[src/design/ccdc_pkg.sv]
`default_nettype none

package ccdc_pkg;

   // Table size bounds.
   localparam int DEFAULT_SLOTS = 16;
   localparam int MAX_SLOTS = 64;

   // Item modes.
   localparam logic [1:0] MODE_BYTE  = 2'd0;
   localparam logic [1:0] MODE_CLEAR = 2'd1;
   localparam logic [1:0] MODE_READ  = 2'd2;

   // Result kinds.
   localparam logic KIND_COMMAND = 1'b0;
   localparam logic KIND_READ    = 1'b1;

   // Header byte offsets within a command.
   localparam logic [8:0] POS_LENGTH    = 9'd1;
   localparam logic [8:0] POS_COMMAND   = 9'd2;
   localparam logic [8:0] POS_CATEGORY  = 9'd4;
   localparam logic [8:0] POS_PARAMETER = 9'd5;
   localparam logic [8:0] POS_DTYPE     = 9'd6;
   localparam logic [8:0] POS_OPERATION = 9'd7;
   localparam logic [8:0] POS_VALUE     = 9'd8;
   localparam logic [8:0] POS_LIMIT     = 9'd260;

   // Framing constants.
   localparam logic [7:0] MIN_LENGTH   = 8'd4;
   localparam logic [9:0] HEADER_BYTES = 10'd4;
   localparam logic [9:0] PAD_ROUND    = 10'd3;

   // Transport-mode update signature.
   localparam logic [7:0] XPORT_COMMAND    = 8'd0;
   localparam logic [7:0] XPORT_CATEGORY   = 8'd10;
   localparam logic [7:0] XPORT_PARAMETER  = 8'd1;
   localparam logic [7:0] XPORT_DTYPE      = 8'd1;
   localparam logic [7:0] XPORT_OPERATION  = 8'd0;
   localparam logic [7:0] XPORT_MIN_LENGTH = 8'd5;
   localparam logic [7:0] XPORT_VALUE_ON   = 8'd2;

   // Signature key of one command.
   typedef struct packed {
      logic [7:0] command;
      logic [7:0] category;
      logic [7:0] parameter_code;
      logic [7:0] dtype;
      logic [7:0] operation;
   } key_type;

   // Controller to datapath commands.
   typedef struct packed {
      logic take;
      logic scan_issue;
      logic commit;
      logic report;
   } ctrl_cmd_type;

   // Datapath to controller status.
   typedef struct packed {
      logic rec_now;
      logic read_req;
      logic scan_last;
      logic out_free;
   } ctrl_status_type;

   // One result item.
   typedef struct packed {
      logic        kind;
      logic [5:0]  slot;
      logic        used;
      key_type     key;
      logic [31:0] hit_count;
      logic [31:0] last_seen;
      logic        recording;
      logic        xport;
   } rsp_type;

endpackage

`default_nettype wire

[src/design/ccdc_ctrl.sv]
`default_nettype none

module ccdc_ctrl (
   input  wire logic                       clock,
   input  wire logic                       reset,
   input  wire logic                       req_valid,
   output logic                            req_ready,
   input  wire ccdc_pkg::ctrl_status_type  status,
   output ccdc_pkg::ctrl_cmd_type          cmd
);

   typedef enum logic [2:0] {
      IDLE,
      SCAN,
      DRAIN,
      COMMIT,
      READ,
      REPORT
   } state_type;

   state_type state_ff, state_in;
   logic      req_ready_ff;

   assign req_ready = req_ready_ff;

   // Commands follow the state.
   always_comb begin
      cmd            = '0;
      cmd.take       = req_valid && req_ready_ff;
      cmd.scan_issue = (state_ff == SCAN);
      cmd.commit     = (state_ff == COMMIT);
      cmd.report     = (state_ff == REPORT);
   end

   // Next state.
   always_comb begin
      state_in = state_ff;
      case (state_ff)
         IDLE: begin
            if (cmd.take && status.rec_now) begin
               state_in = SCAN;
            end else if (cmd.take && status.read_req) begin
               state_in = READ;
            end
         end
         SCAN: begin
            if (status.scan_last) begin
               state_in = DRAIN;
            end
         end
         DRAIN: begin
            state_in = COMMIT;
         end
         COMMIT: begin
            if (status.out_free) begin
               state_in = IDLE;
            end
         end
         READ: begin
            state_in = REPORT;
         end
         REPORT: begin
            if (status.out_free) begin
               state_in = IDLE;
            end
         end
         default: begin
            state_in = IDLE;
         end
      endcase
   end

   // State and the registered ready.
   always_ff @(posedge clock) begin
      if (reset) begin
         state_ff     <= IDLE;
         req_ready_ff <= 1'b0;
      end else begin
         state_ff     <= state_in;
         req_ready_ff <= (state_in == IDLE);
      end
   end

endmodule

`default_nettype wire

[src/design/ccdc_datapath.sv]
`default_nettype none

module ccdc_datapath #(
   parameter int SLOTS = ccdc_pkg::DEFAULT_SLOTS
) (
   input  wire logic                       clock,
   input  wire logic                       reset,
   input  wire logic [1:0]                 req_mode,
   input  wire logic [7:0]                 req_byte_value,
   input  wire logic                       req_last_byte,
   input  wire logic [5:0]                 req_slot_select,
   input  wire ccdc_pkg::ctrl_cmd_type     cmd,
   output ccdc_pkg::ctrl_status_type       status,
   input  wire logic                       rsp_ready,
   output logic                            rsp_valid,
   output ccdc_pkg::rsp_type               rsp
);

   localparam int IDXW = (SLOTS > 1) ? $clog2(SLOTS) : 1;
   localparam logic [IDXW-1:0] LAST_IDX = IDXW'(SLOTS - 1);
   localparam logic [6:0] SLOT_LIMIT = 7'(SLOTS);

   typedef struct packed {
      ccdc_pkg::key_type key;
      logic [31:0]       count;
      logic [31:0]       seen;
   } entry_type;

   // Table memory with per-slot valid bits.
   entry_type        mem [SLOTS];
   logic [SLOTS-1:0] valid_ff;
   entry_type        rd_data_ff;
   logic             rd_used_ff;
   logic [IDXW-1:0]  rd_addr;

   // Parser state.
   logic [8:0]        pos_ff;
   logic              stopped_ff;
   logic              start_ff;
   logic              clear_pend_ff;
   logic              rec_ff;
   logic [31:0]       seq_ff;
   logic [7:0]        length_ff;
   logic [7:0]        value_ff;
   ccdc_pkg::key_type key_ff;
   logic [5:0]        read_slot_ff;

   // Scan trackers.
   logic [IDXW-1:0] scan_idx_ff;
   logic            cmp_valid_ff;
   logic [IDXW-1:0] cmp_idx_ff;
   logic            hit_found_ff;
   logic [IDXW-1:0] hit_idx_ff;
   logic [31:0]     hit_cnt_ff;
   logic            free_found_ff;
   logic [IDXW-1:0] free_idx_ff;
   logic [IDXW-1:0] min_idx_ff;
   logic [31:0]     min_val_ff;

   // Output register.
   logic               rsp_valid_ff;
   ccdc_pkg::rsp_type  rsp_ff;

   logic              take_byte;
   logic              stop_now;
   logic [7:0]        len_eff;
   logic [9:0]        padded;
   logic [8:0]        pos_inc;
   logic              rec_cond;
   logic              match;
   logic [IDXW-1:0]   pick;
   logic [31:0]       new_count;
   logic [31:0]       new_seen;
   logic              xport;
   logic              rec_next;
   logic              commit_fire;
   logic              report_fire;
   logic              read_ok;
   ccdc_pkg::key_type xport_key;

   // Byte framing decode.
   always_comb begin
      take_byte = cmd.take && (req_mode == ccdc_pkg::MODE_BYTE);
      len_eff   = (pos_ff == ccdc_pkg::POS_LENGTH) ? req_byte_value : length_ff;
      stop_now  = (pos_ff == ccdc_pkg::POS_LENGTH) && (req_byte_value < ccdc_pkg::MIN_LENGTH);
      padded    = ({2'b00, len_eff} + ccdc_pkg::HEADER_BYTES + ccdc_pkg::PAD_ROUND)
                  & ~ccdc_pkg::PAD_ROUND;
      pos_inc   = pos_ff + 9'd1;
      // The last byte of a command sits at offset length plus three.
      rec_cond  = !stopped_ff && (pos_ff >= ccdc_pkg::POS_COMMAND) &&
                  ({1'b0, pos_ff} == ({2'b00, length_ff} + ccdc_pkg::PAD_ROUND));
   end

   // Status toward the controller.
   always_comb begin
      status           = '0;
      status.rec_now   = (req_mode == ccdc_pkg::MODE_BYTE) && rec_cond;
      status.read_req  = (req_mode == ccdc_pkg::MODE_READ);
      status.scan_last = (scan_idx_ff == LAST_IDX);
      status.out_free  = !rsp_valid_ff || rsp_ready;
   end

   // Slot choice and the updated entry.
   always_comb begin
      xport_key                = '0;
      xport_key.command        = ccdc_pkg::XPORT_COMMAND;
      xport_key.category       = ccdc_pkg::XPORT_CATEGORY;
      xport_key.parameter_code = ccdc_pkg::XPORT_PARAMETER;
      xport_key.dtype          = ccdc_pkg::XPORT_DTYPE;
      xport_key.operation      = ccdc_pkg::XPORT_OPERATION;
      if (hit_found_ff) begin
         pick = hit_idx_ff;
      end else if (free_found_ff) begin
         pick = free_idx_ff;
      end else begin
         pick = min_idx_ff;
      end
      new_count   = (hit_found_ff ? hit_cnt_ff : 32'd0) + 32'd1;
      new_seen    = seq_ff + 32'd1;
      xport       = (key_ff == xport_key) && (length_ff >= ccdc_pkg::XPORT_MIN_LENGTH);
      rec_next    = xport ? (value_ff == ccdc_pkg::XPORT_VALUE_ON) : rec_ff;
      commit_fire = cmd.commit && status.out_free;
      report_fire = cmd.report && status.out_free;
      read_ok     = ({1'b0, read_slot_ff} < SLOT_LIMIT);
      match       = rd_used_ff && (rd_data_ff.key == key_ff);
      rd_addr     = cmd.scan_issue ? scan_idx_ff : read_slot_ff[IDXW-1:0];
   end

   // Control state: framing, clear request, table valid bits, sequence.
   always_ff @(posedge clock) begin
      if (reset) begin
         pos_ff        <= '0;
         stopped_ff    <= 1'b0;
         start_ff      <= 1'b1;
         clear_pend_ff <= 1'b0;
         rec_ff        <= 1'b0;
         seq_ff        <= '0;
         valid_ff      <= '0;
         cmp_valid_ff  <= 1'b0;
         rsp_valid_ff  <= 1'b0;
      end else begin
         if (cmd.take && (req_mode == ccdc_pkg::MODE_CLEAR)) begin
            clear_pend_ff <= 1'b1;
         end
         if (take_byte) begin
            // A held clear takes effect on the first byte of a notification.
            if (start_ff && clear_pend_ff) begin
               clear_pend_ff <= 1'b0;
               valid_ff      <= '0;
               seq_ff        <= '0;
            end
            if (!stopped_ff) begin
               if (stop_now) begin
                  stopped_ff <= 1'b1;
               end else if ((pos_ff >= ccdc_pkg::POS_LENGTH) && ({1'b0, pos_inc} >= padded)) begin
                  pos_ff <= '0;
               end else begin
                  pos_ff <= pos_inc;
               end
            end
            if (req_last_byte) begin
               pos_ff     <= '0;
               stopped_ff <= 1'b0;
               start_ff   <= 1'b1;
            end else begin
               start_ff <= 1'b0;
            end
         end
         if (commit_fire) begin
            valid_ff[pick] <= 1'b1;
            seq_ff         <= new_seen;
            rec_ff         <= rec_next;
         end
         cmp_valid_ff <= cmd.scan_issue;
         if (commit_fire || report_fire) begin
            rsp_valid_ff <= 1'b1;
         end else if (rsp_ready) begin
            rsp_valid_ff <= 1'b0;
         end
      end
   end

   // Header capture.
   always_ff @(posedge clock) begin
      if (take_byte && !stopped_ff) begin
         case (pos_ff)
            ccdc_pkg::POS_LENGTH:    length_ff              <= req_byte_value;
            ccdc_pkg::POS_COMMAND:   key_ff.command         <= req_byte_value;
            ccdc_pkg::POS_CATEGORY:  key_ff.category        <= req_byte_value;
            ccdc_pkg::POS_PARAMETER: key_ff.parameter_code  <= req_byte_value;
            ccdc_pkg::POS_DTYPE:     key_ff.dtype           <= req_byte_value;
            ccdc_pkg::POS_OPERATION: key_ff.operation       <= req_byte_value;
            ccdc_pkg::POS_VALUE:     value_ff               <= req_byte_value;
            default: begin
            end
         endcase
      end
      if (cmd.take && (req_mode == ccdc_pkg::MODE_READ)) begin
         read_slot_ff <= req_slot_select;
      end
   end

   // Table memory: one registered read port, one write port.
   always_ff @(posedge clock) begin
      rd_data_ff <= mem[rd_addr];
      rd_used_ff <= valid_ff[rd_addr];
      if (commit_fire) begin
         mem[pick] <= '{key: key_ff, count: new_count, seen: new_seen};
      end
   end

   // Slot scan: first hit, first free slot, first lowest last-seen.
   always_ff @(posedge clock) begin
      if (cmd.take && status.rec_now) begin
         scan_idx_ff   <= '0;
         hit_found_ff  <= 1'b0;
         free_found_ff <= 1'b0;
      end
      if (cmd.scan_issue) begin
         scan_idx_ff <= scan_idx_ff + IDXW'(1);
      end
      cmp_idx_ff <= scan_idx_ff;
      if (cmp_valid_ff) begin
         if (match && !hit_found_ff) begin
            hit_found_ff <= 1'b1;
            hit_idx_ff   <= cmp_idx_ff;
            hit_cnt_ff   <= rd_data_ff.count;
         end
         if (!rd_used_ff && !free_found_ff) begin
            free_found_ff <= 1'b1;
            free_idx_ff   <= cmp_idx_ff;
         end
         if ((cmp_idx_ff == '0) || (rd_data_ff.seen < min_val_ff)) begin
            min_idx_ff <= cmp_idx_ff;
            min_val_ff <= rd_data_ff.seen;
         end
      end
   end

   // Result register.
   always_ff @(posedge clock) begin
      if (commit_fire) begin
         rsp_ff.kind      <= ccdc_pkg::KIND_COMMAND;
         rsp_ff.slot      <= 6'(pick);
         rsp_ff.used      <= 1'b1;
         rsp_ff.key       <= key_ff;
         rsp_ff.hit_count <= new_count;
         rsp_ff.last_seen <= new_seen;
         rsp_ff.recording <= rec_next;
         rsp_ff.xport     <= xport;
      end else if (report_fire) begin
         rsp_ff.kind      <= ccdc_pkg::KIND_READ;
         rsp_ff.slot      <= read_slot_ff;
         rsp_ff.used      <= read_ok && rd_used_ff;
         rsp_ff.key       <= (read_ok && rd_used_ff) ? rd_data_ff.key : '0;
         rsp_ff.hit_count <= (read_ok && rd_used_ff) ? rd_data_ff.count : 32'd0;
         rsp_ff.last_seen <= (read_ok && rd_used_ff) ? rd_data_ff.seen : 32'd0;
         rsp_ff.recording <= rec_ff;
         rsp_ff.xport     <= 1'b0;
      end
   end

   assign rsp_valid = rsp_valid_ff;
   assign rsp       = rsp_ff;

   // The byte position never runs past the longest padded command.
   a_pos_bound: assert property (@(posedge clock) disable iff (reset)
      pos_ff < ccdc_pkg::POS_LIMIT)
      else $error("byte position out of range");

   // The scan pipeline has drained before a slot is committed.
   a_scan_drained: assert property (@(posedge clock) disable iff (reset)
      cmd.commit |-> !cmp_valid_ff && !cmd.scan_issue)
      else $error("commit while scan still in flight");

   // A commit marks its slot used and advances the sequence by one.
   a_commit_effect: assert property (@(posedge clock) disable iff (reset)
      commit_fire |=> valid_ff[$past(pick)] && (seq_ff == $past(seq_ff) + 32'd1))
      else $error("commit did not update slot or sequence");

endmodule

`default_nettype wire

[src/design/control_command_deframer_with_capture.sv]
// Command deframer with signature capture.
//
// Input channel (req_): one item per handshake. Mode 0 carries one
// notification byte (req_last_byte marks the notification's end), mode 1
// requests a table clear, which takes effect on the first byte of the next
// notification, and mode 2 reads one table slot. Mode 3 is ignored.
// Result channel (rsp_): one item per completed command and per read.
//
// A byte that does not finish a command is taken while the block is
// idle, so such bytes can stream at one per cycle. The byte that finishes
// a command starts a scan of the table through its single read port, one
// slot per cycle; a drain state follows, then the result is registered
// once the result register is free. A read registers the slot's data,
// then its result once the result register is free. In both cases the
// next item can be taken in the cycle after the result is registered.
// A waiting result does not block new items; only an item that itself
// produces a result waits while the receiver stalls and the result
// register is still full. After reset the table is empty, the sequence
// is zero, recording is off, and req_ready goes high once reset is released.
`default_nettype none

module control_command_deframer_with_capture #(
   parameter int SLOTS = ccdc_pkg::DEFAULT_SLOTS
) (
   input  wire logic        clock,
   input  wire logic        reset,
   input  wire logic        req_valid,
   output logic             req_ready,
   input  wire logic [1:0]  req_mode,
   input  wire logic [7:0]  req_byte_value,
   input  wire logic        req_last_byte,
   input  wire logic [5:0]  req_slot_select,
   output logic             rsp_valid,
   input  wire logic        rsp_ready,
   output logic             rsp_report_kind,
   output logic [5:0]       rsp_slot_index,
   output logic             rsp_slot_used,
   output logic [7:0]       rsp_command_code,
   output logic [7:0]       rsp_category_code,
   output logic [7:0]       rsp_parameter_code,
   output logic [7:0]       rsp_type_code,
   output logic [7:0]       rsp_operation_code,
   output logic [31:0]      rsp_hit_count,
   output logic [31:0]      rsp_last_seen,
   output logic             rsp_recording,
   output logic             rsp_transport_update
);

   ccdc_pkg::ctrl_cmd_type    cmd;
   ccdc_pkg::ctrl_status_type status;
   ccdc_pkg::rsp_type         rsp;

   // Sequencer.
   ccdc_ctrl u_ctrl (
      .clock     (clock),
      .reset     (reset),
      .req_valid (req_valid),
      .req_ready (req_ready),
      .status    (status),
      .cmd       (cmd)
   );

   // Framing, table and result register.
   ccdc_datapath #(
      .SLOTS (SLOTS)
   ) u_datapath (
      .clock           (clock),
      .reset           (reset),
      .req_mode        (req_mode),
      .req_byte_value  (req_byte_value),
      .req_last_byte   (req_last_byte),
      .req_slot_select (req_slot_select),
      .cmd             (cmd),
      .status          (status),
      .rsp_ready       (rsp_ready),
      .rsp_valid       (rsp_valid),
      .rsp             (rsp)
   );

   // Result fields onto the ports.
   assign rsp_report_kind      = rsp.kind;
   assign rsp_slot_index       = rsp.slot;
   assign rsp_slot_used        = rsp.used;
   assign rsp_command_code     = rsp.key.command;
   assign rsp_category_code    = rsp.key.category;
   assign rsp_parameter_code   = rsp.key.parameter_code;
   assign rsp_type_code        = rsp.key.dtype;
   assign rsp_operation_code   = rsp.key.operation;
   assign rsp_hit_count        = rsp.hit_count;
   assign rsp_last_seen        = rsp.last_seen;
   assign rsp_recording        = rsp.recording;
   assign rsp_transport_update = rsp.xport;

endmodule

`default_nettype wire
[config.mk]
export PLATFORM = sky130hd
export DESIGN_NAME = control_command_deframer_with_capture
export DESIGN_NICKNAME = d
export VERILOG_FILES = /design/src/design/ccdc_pkg.sv /design/src/design/ccdc_ctrl.sv /design/src/design/ccdc_datapath.sv /design/src/design/control_command_deframer_with_capture.sv
export SDC_FILE = /design/constraint.sdc
export NUM_CORES = 2
export LEC_CHECK = 0
export BUFFER_PORTS_ARGS = -buffer_cell sky130_fd_sc_hd__buf_2
export CAP_MARGIN = 20
export CORE_MARGIN = 2
export CORE_UTILIZATION = 35
export CTS_CLUSTER_DIAMETER = 30
export DETAILED_ROUTE_END_ITERATION = 6
export PLACE_DENSITY = 0.48
export SYNTH_ARGS = -nofsm -noshare
export SYNTH_HDL_FRONTEND = slang
export SYNTH_SLANG_ARGS = --single-unit
export TNS_END_PERCENT = 5
[constraint.sdc]
create_clock -name clock -period 12.3 [get_ports clock]
set_input_delay 0.615 -clock clock [delete_from_list [all_inputs] [get_ports clock]]
set_output_delay 0.615 -clock clock [all_outputs]
set_load 0.05 [all_outputs]
# After elaboration in Yosys (flattened, before gate mapping)
# Memory sizes are Yosys's and may differ from the RTL's. A register that Yosys moved wholly into a read port is not among the register bits.
# Cells that the tools add are included.
# classes
add_sub_neg	7
magnitude_cmp	10
n_eq_ne	21
mux	50
bitwise_logic	1
n_reduce_logical	49
# op_table
op	n
2-to-1 mux 111 bit	2
2-to-1 mux 32 bit	6
adder 32 x 1 -> 32 bit, second input constant	2
2-to-1 mux 16 bit	4
equality test 40 x 28 -> 1 bit, second input constant	1
equality test 40 bit	1
2-to-1 mux 40 bit	1
equality test 9 x 3 -> 1 bit, second input constant	4
2-to-1 mux 9 bit	4
less-than comparator 32 bit	1
logical AND 1 bit	20
2-to-1 mux 1 bit	20
2-to-1 mux 4 bit	5
AND reduction 2 bit	10
OR 16 bit	1
case mux 3 bit (5 select lines)	1
2-to-1 mux 3 bit	4
adder 10 x 2 -> 10 bit, second input constant	1
equality test 9 x 10 -> 1 bit	1
greater-or-equal comparator 9 x 10 -> 1 bit	1
less-than comparator 4 x 5 -> 1 bit, second input constant	2
nonzero test 2 bit	5
adder 8 x 2 -> 9 bit, second input constant	1
adder 8 x 3 -> 9 bit, second input constant	1
29 further kinds	39
# totals
reg_bits	330
ram_bits	1664
memories	1
# mem_list
memory	words	word_bits	read_ports	rd_clocked_by_memory_dff	wr	line	source
u_datapath.mem	16	104	1	1	1	ccdc_datapath.sv:30	entry_type mem [SLOTS];

# Longest topological paths before layout
# logic_depth
depth_word	10
mapped_depth	21

# Hierarchy
# A second synthesis with hierarchy kept.
# unflattened
hier_cells	4222
hier_area_um2	80890.1
# modules_own_cells
module	instances	cells_each	area_per_inst_um2	seq_area_each_um2
ccdc_datapath	1	4193	80646.1	61098.6
ccdc_ctrl	1	29	244.0	80.1

# Worst setup path before layout
# Ideal clock, no wire load.
# synth_timing
kind	register to register
startpoint	register u_datapath.rsp_valid_ff (netlist: u_datapath.rsp_valid)
endpoint	memory u_datapath.mem[0][0] (netlist name) (enable)
setup_ps	568
arrival_time_ps	6031
required_ps	11732
path_slack_ps	5700
stages_incl_launch_ff	6
path_cell_list	dfxtp_1 > nor2b_1 > nor4b_2 > clkbuf_1 > nand3_1 > nor2_1
# synth_via
elab_chain_cells	5
# synth_rtl
element	line	source
start: declaration	ccdc_datapath.sv:61	logic rsp_valid_ff;
start signal: assignment	ccdc_datapath.sv:140	rsp_valid_ff <= 1'b0;
start signal: assignment	ccdc_datapath.sv:176	rsp_valid_ff <= 1'b1;
start signal: assignment	ccdc_datapath.sv:178	rsp_valid_ff <= 1'b0;
logical NOT 1 bit	ccdc_datapath.sv:100	status.out_free = !rsp_valid_ff || rsp_ready;
logical OR 1 bit	ccdc_datapath.sv:100	
logical AND 1 bit	ccdc_datapath.sv:122	commit_fire = cmd.commit && status.out_free;
2-to-1 mux 1 bit	ccdc_datapath.sv:207	if (commit_fire) begin
2-to-1 mux 1 bit (not written as such)	ccdc_datapath.sv:208	mem[pick] <= '{key: key_ff, count: new_count, seen: new_seen};
end: declaration	ccdc_datapath.sv:30	
# Every way passes these cells.

# Worst setup path in the final report
# layout_timing
startpoint	register u_datapath.pos_ff[0]
endpoint	register u_datapath.pos_ff[6]
# layout_via
elab_chain_cells	10
word_cells_on_any_way	15
# layout_rtl
element	line	source
start: declaration	ccdc_datapath.sv:37	logic [8:0] pos_ff;
start signal: assignment	ccdc_datapath.sv:158	pos_ff <= pos_inc;
equality test 9 x 1 -> 1 bit	ccdc_datapath.sv:84	len_eff = (pos_ff == ccdc_pkg::POS_LENGTH) ? req_byte_value : length_ff;
2-to-1 mux 8 bit	--	
net u_datapath.len_eff[2]	ccdc_datapath.sv:66	logic [7:0] len_eff;
adder 8 x 3 -> 9 bit	ccdc_datapath.sv:86	padded = ({2'b00, len_eff} + ccdc_pkg::HEADER_BYTES + ccdc_pkg::PAD_ROUND)
adder 10 x 2 -> 10 bit	ccdc_datapath.sv:86	
greater-or-equal comparator 9 x 10 -> 1 bit	ccdc_datapath.sv:155	end else if ((pos_ff >= ccdc_pkg::POS_LENGTH) && ({1'b0, pos_inc} >= padded)) begin
logical AND 1 bit	ccdc_datapath.sv:155	
2-to-1 mux 9 bit	ccdc_datapath.sv:155	
2-to-1 mux 9 bit	ccdc_datapath.sv:153	if (stop_now) begin
2-to-1 mux 9 bit	ccdc_datapath.sv:152	if (!stopped_ff) begin
2-to-1 mux 9 bit	ccdc_datapath.sv:161	if (req_last_byte) begin
# The timed path passes the listed nets, and every way through them passes these cells. The select of a mux whose other input is x is not followed.
# A chain may end at the register's enable or synchronous reset.

==> summary.txt <==
Global route
  – Global route overflow: 0
  – Number of global-route vias before repair: about 44000
  – Initial antenna violation count: 7
  – First-pass GRT wire length: approximately 310000 microns
  – Largest net degree at the start of global routing: 124
  – Global Route Usage Sum: 18.5%

Final layout
  – Non-filler cells, final: between 7000 and 8000
  – # nets final: 4651
  – # fillers: a little under 20000
  – Share of layout cells above drive strength 1: 29.8%
  – Finished Cell Area: 101000 sq um
  – Area growth, synth to finish: 26.0%

Placement
  – Hpwl dp: 114000 microns
  – Placed cell areas: between 80000 and 90000 sq um
  – Port-buffer cells: 136
  – GP Congestion: 0.769
  – DP Cell Count: 7104

STA
  – Setup Skew: about 0.074 ns
  – F_max: 193 MHz
  – Crit path time final: 5.18 ns
  – RSZ-0062 raised after global routing: false
  – Final period util: between 40% and 50%
  – Final hold vios: 0
  – Fin Setup TNS: 0 ns
  – Finish-stage setup viols: 0
  – Slew Limit Headroom: between 20% and 30%
  – Worst slew pin tran: around 1.1 ns
  – Fin. max-slew vios: 0
  – Min Hold Slack: 0.0917 ns

Floorplanning
  – Num rows: 175
  – I/O pin total: between 100 and 150
  – Overall die area: 233000 sq um
  – Starting Density: 35.2%
  – Die height: slightly below 500 microns
  – Die width: 482 microns
  – Core Footprint: 227000 sq um

Pwr
  – Total power: 20.4 mW
  – Power per cell area: just over 200 nW/um^2
  – Worst vdd ir: 0.115 mV
  – Pleak: roughly 32 nW

Hold path
  – WHS Path Cells: 1
  – Hold path start: req_byte_value[1]
  – Hold crit path type: primary input to register
  – Hold path endpoint: u_datapath.key_ff[33]

Synth
  – Yosys top cell area share: 71.8%
  – Post-synth top area cell: edfxtp_1
  – Ys async rst share: 0%
  – Synth Net Count: 4114
  – Post-Synth Simple-Gate Area: under 10%
  – Post-synth EDFFs: 1916
  – Synth Area in Compound Gates: 4.43%
  – Count of warnings emitted by yosys: 0
  – Mux contribution to synthesized area: between 10 and 15%
  – XOR/XNOR Fraction of Synth Area: under 10%
  – Syn avg cell area: 19.8 sq um
  – #FFs+latches synth: 2098
  – Synth cell types: 67
  – Register area share after synthesis: 76.4%
  – Top cells by area, synth: edfxtp_1 (72%), mux4_2 (12%), dfxtp_1 (4.5%)
  – Syn Inst Count: 4043
  – Largest family of logic cells by synthesized area: multiplexers
  – Predominant post-synthesis flop cell: edfxtp_1
  – Adder-cell area share of the yosys netlist: 0.781%
  – Netlist Area Pre-Place: around 80000 sq um

Setup path
  – Startpoint Class: register
  – Reg2reg path depth: 16
  – CP arrival: 6.02 ns
  – Setup CP Type: register to register
  – Crit path capture type: register
  – Reg-to-Reg Start: u_datapath.pos_ff[0]
  – CP Max Fanout: 10
  – Reg-to-reg endpoint: u_datapath.pos_ff[6]
  – Worst path required time: 13.15 ns
  – R2r setup slk: around 7 ns

Clock tree
  – CTS buffer count: 464
  – Post-cts resize count: 0
  – H-tree lvl count: 5
  – Postcts setup bufs: 0
  – Root Buffer: clkbuf_16
  – TritonCTS clock tree: done
  – Clk slew on worst S/H paths: 0.05 ns
  – Worst-Skew Late Latency: around 0.97 ns
  – Clock Tree Buf Depth: 4
  – Clock Sinks: 2098

Job
  – Max cap viols: 0

Route
  – Via Count: 41800
  – Vias/cell: 5.24
  – Final ANT Viol Nets: 0
  – DR WL/cell: 27.2 microns
  – Initial DRC count: 3479
  – Drc violations: 0
  – Initial DRT Pass Iterations: 5
  – Total wire length: around 220000 microns

Status
  – Status: finished clean
## how the worst max path moves through the flow
stage | from | end | slack [ns] | depth (start not counted)
after floorplan | u_datapath.rsp_valid | u_datapath.mem[0][0] | 5.70 | 5
after global placement | u_ctrl.state_ff[1] | u_datapath.rd_data_ff[89] | 7.32 | 8
after detailed placement | u_datapath.pos_ff[0] | u_datapath.pos_ff[6] | 7.20 | 16
after CTS | u_datapath.pos_ff[0] | u_datapath.pos_ff[6] | 7.18 | 16
after global routing | u_datapath.pos_ff[0] | u_datapath.pos_ff[2] | 6.62 | 16
final | u_datapath.pos_ff[0] | u_datapath.pos_ff[6] | 7.12 | 16
## cell usage in the layout (no fill, tap or decap), types with 22 or more instances in the layout
cell type	Yosys	layout
clkinv_1	0	34
ha_1	50	50
nor4_1	25	23
mux4_2	420	420
clkinv_2	0	74
clkinv_4	0	35
buf_4	0	122
dfxtp_1	182	181
nor3_1	31	29
xnor2_1	51	51
clkinvlp_4	0	40
a21oi_1	50	50
xor2_1	78	78
clkbuf_16	0	468
o21ai_0	39	39
nor2b_1	22	22
a22oi_1	234	234
a22o_1	91	91
nand3_1	48	48
nand2_1	217	217
bufinv_16	0	70
nor2_1	103	85
inv_6	0	25
inv_1	52	51
edfxtp_1	1916	1916
buf_2	114	136
clkbuf_1	86	86
nand4_1	22	22
## per-stage QoR
step | worst slack (ns) | utilization [%]
after floorplan | 5.70 | -
after global placement | 7.32 | 37.2
after detailed placement | 7.20 | 37.3
after CTS | 7.18 | 44.3
after global routing | 6.62 | 44.4
final | 7.12 | 44.4
## cells in the mapped netlist, drive strengths merged (29+ instances only)
cell type	count
a22o	91
dfxtp	182
edfxtp	1916
nor2	106
a22oi	234
mux4	420
buf	122
nor4	29
clkbuf	86
xnor2	51
o21ai	60
nand3	48
a21oi	51
ha	50
inv	53
nor3	31
nand2	217
xor2	78
## state kept, by name (all words and copies together) (netlist names), 8 cells and up
signal,flops
u_datapath.rd_data_ff,104
u_datapath.valid_ff,16
u_datapath.seq_ff,32
u_datapath.pos_ff,9
u_datapath.hit_cnt_ff,32
u_datapath.rsp,114
u_datapath.key_ff,40
u_datapath.length_ff,8
u_datapath.mem,1664
u_datapath.min_val_ff,32
u_datapath.value_ff,8
## area by class of cell
type                    instances  area (sq um)  area share (%)
clock buffers                 575         12300            12.2
flip-flops and latches       2098         61200            60.6
repair buffers                279          1930            1.91
multi-input cells            1684         18000            17.9
clock inverters               282          3500            3.47
inverters                      53           204           0.202
well taps                    3009          3760            3.73
diodes                          1          2.50         0.00248
## critical path, stage by stage (launching register included)
cell and delay, ns:
dfxtp_1 0.53, ha_1 0.28, nor4b_1 0.44, nand2_1 0.34, mux2i_1 0.36, inv_1 0.10
ha_1 0.32, or4b_4 0.59, a21oi_4 0.15, o211ai_1 0.11, ha_1 0.22, or3_1 0.32
a221oi_1 0.21, o21ai_0 0.19, a211oi_2 0.61, o21ai_1 0.15, a31oi_1 0.18
## layer usage
metal | vias to the layer above | track usage (%) | wire (microns)
li1 | 17900 | - | -
met1 | 22400 | 25.6 | 96900
met2 | 1220 | 29.9 | 105000
met3 | 352 | 3.49 | 10800
met4 | 0 | 5.46 | 4870
met5 | - | 0 | 0
## power breakdown
group / leakage (nW) / switching [mW] / internal, mW
Sequential: 16.8 / 0.0203 / 7.71
Combinational: 7.22 / 0.181 / 0.111
Clock: 7.64 / 3.84 / 8.52
Total: 31.7 / 4.05 / 16.3
## logic make-up after synthesis
logic type,count (synthesis)
buffers and inverters,261
adder cells (fa/ha/maj),50
flip-flops,2098
AO/OA/AOI/OAI,490
multiplexers,441
XOR/XNOR,129
AND/OR/NAND/NOR,574
## timing repair
action	CTS	global route
setup endpoints to repair	0	0
hold buffers	7	0
hold endpoints to repair	7	0
No activity file was read; power rests on OpenSTA's default activity.
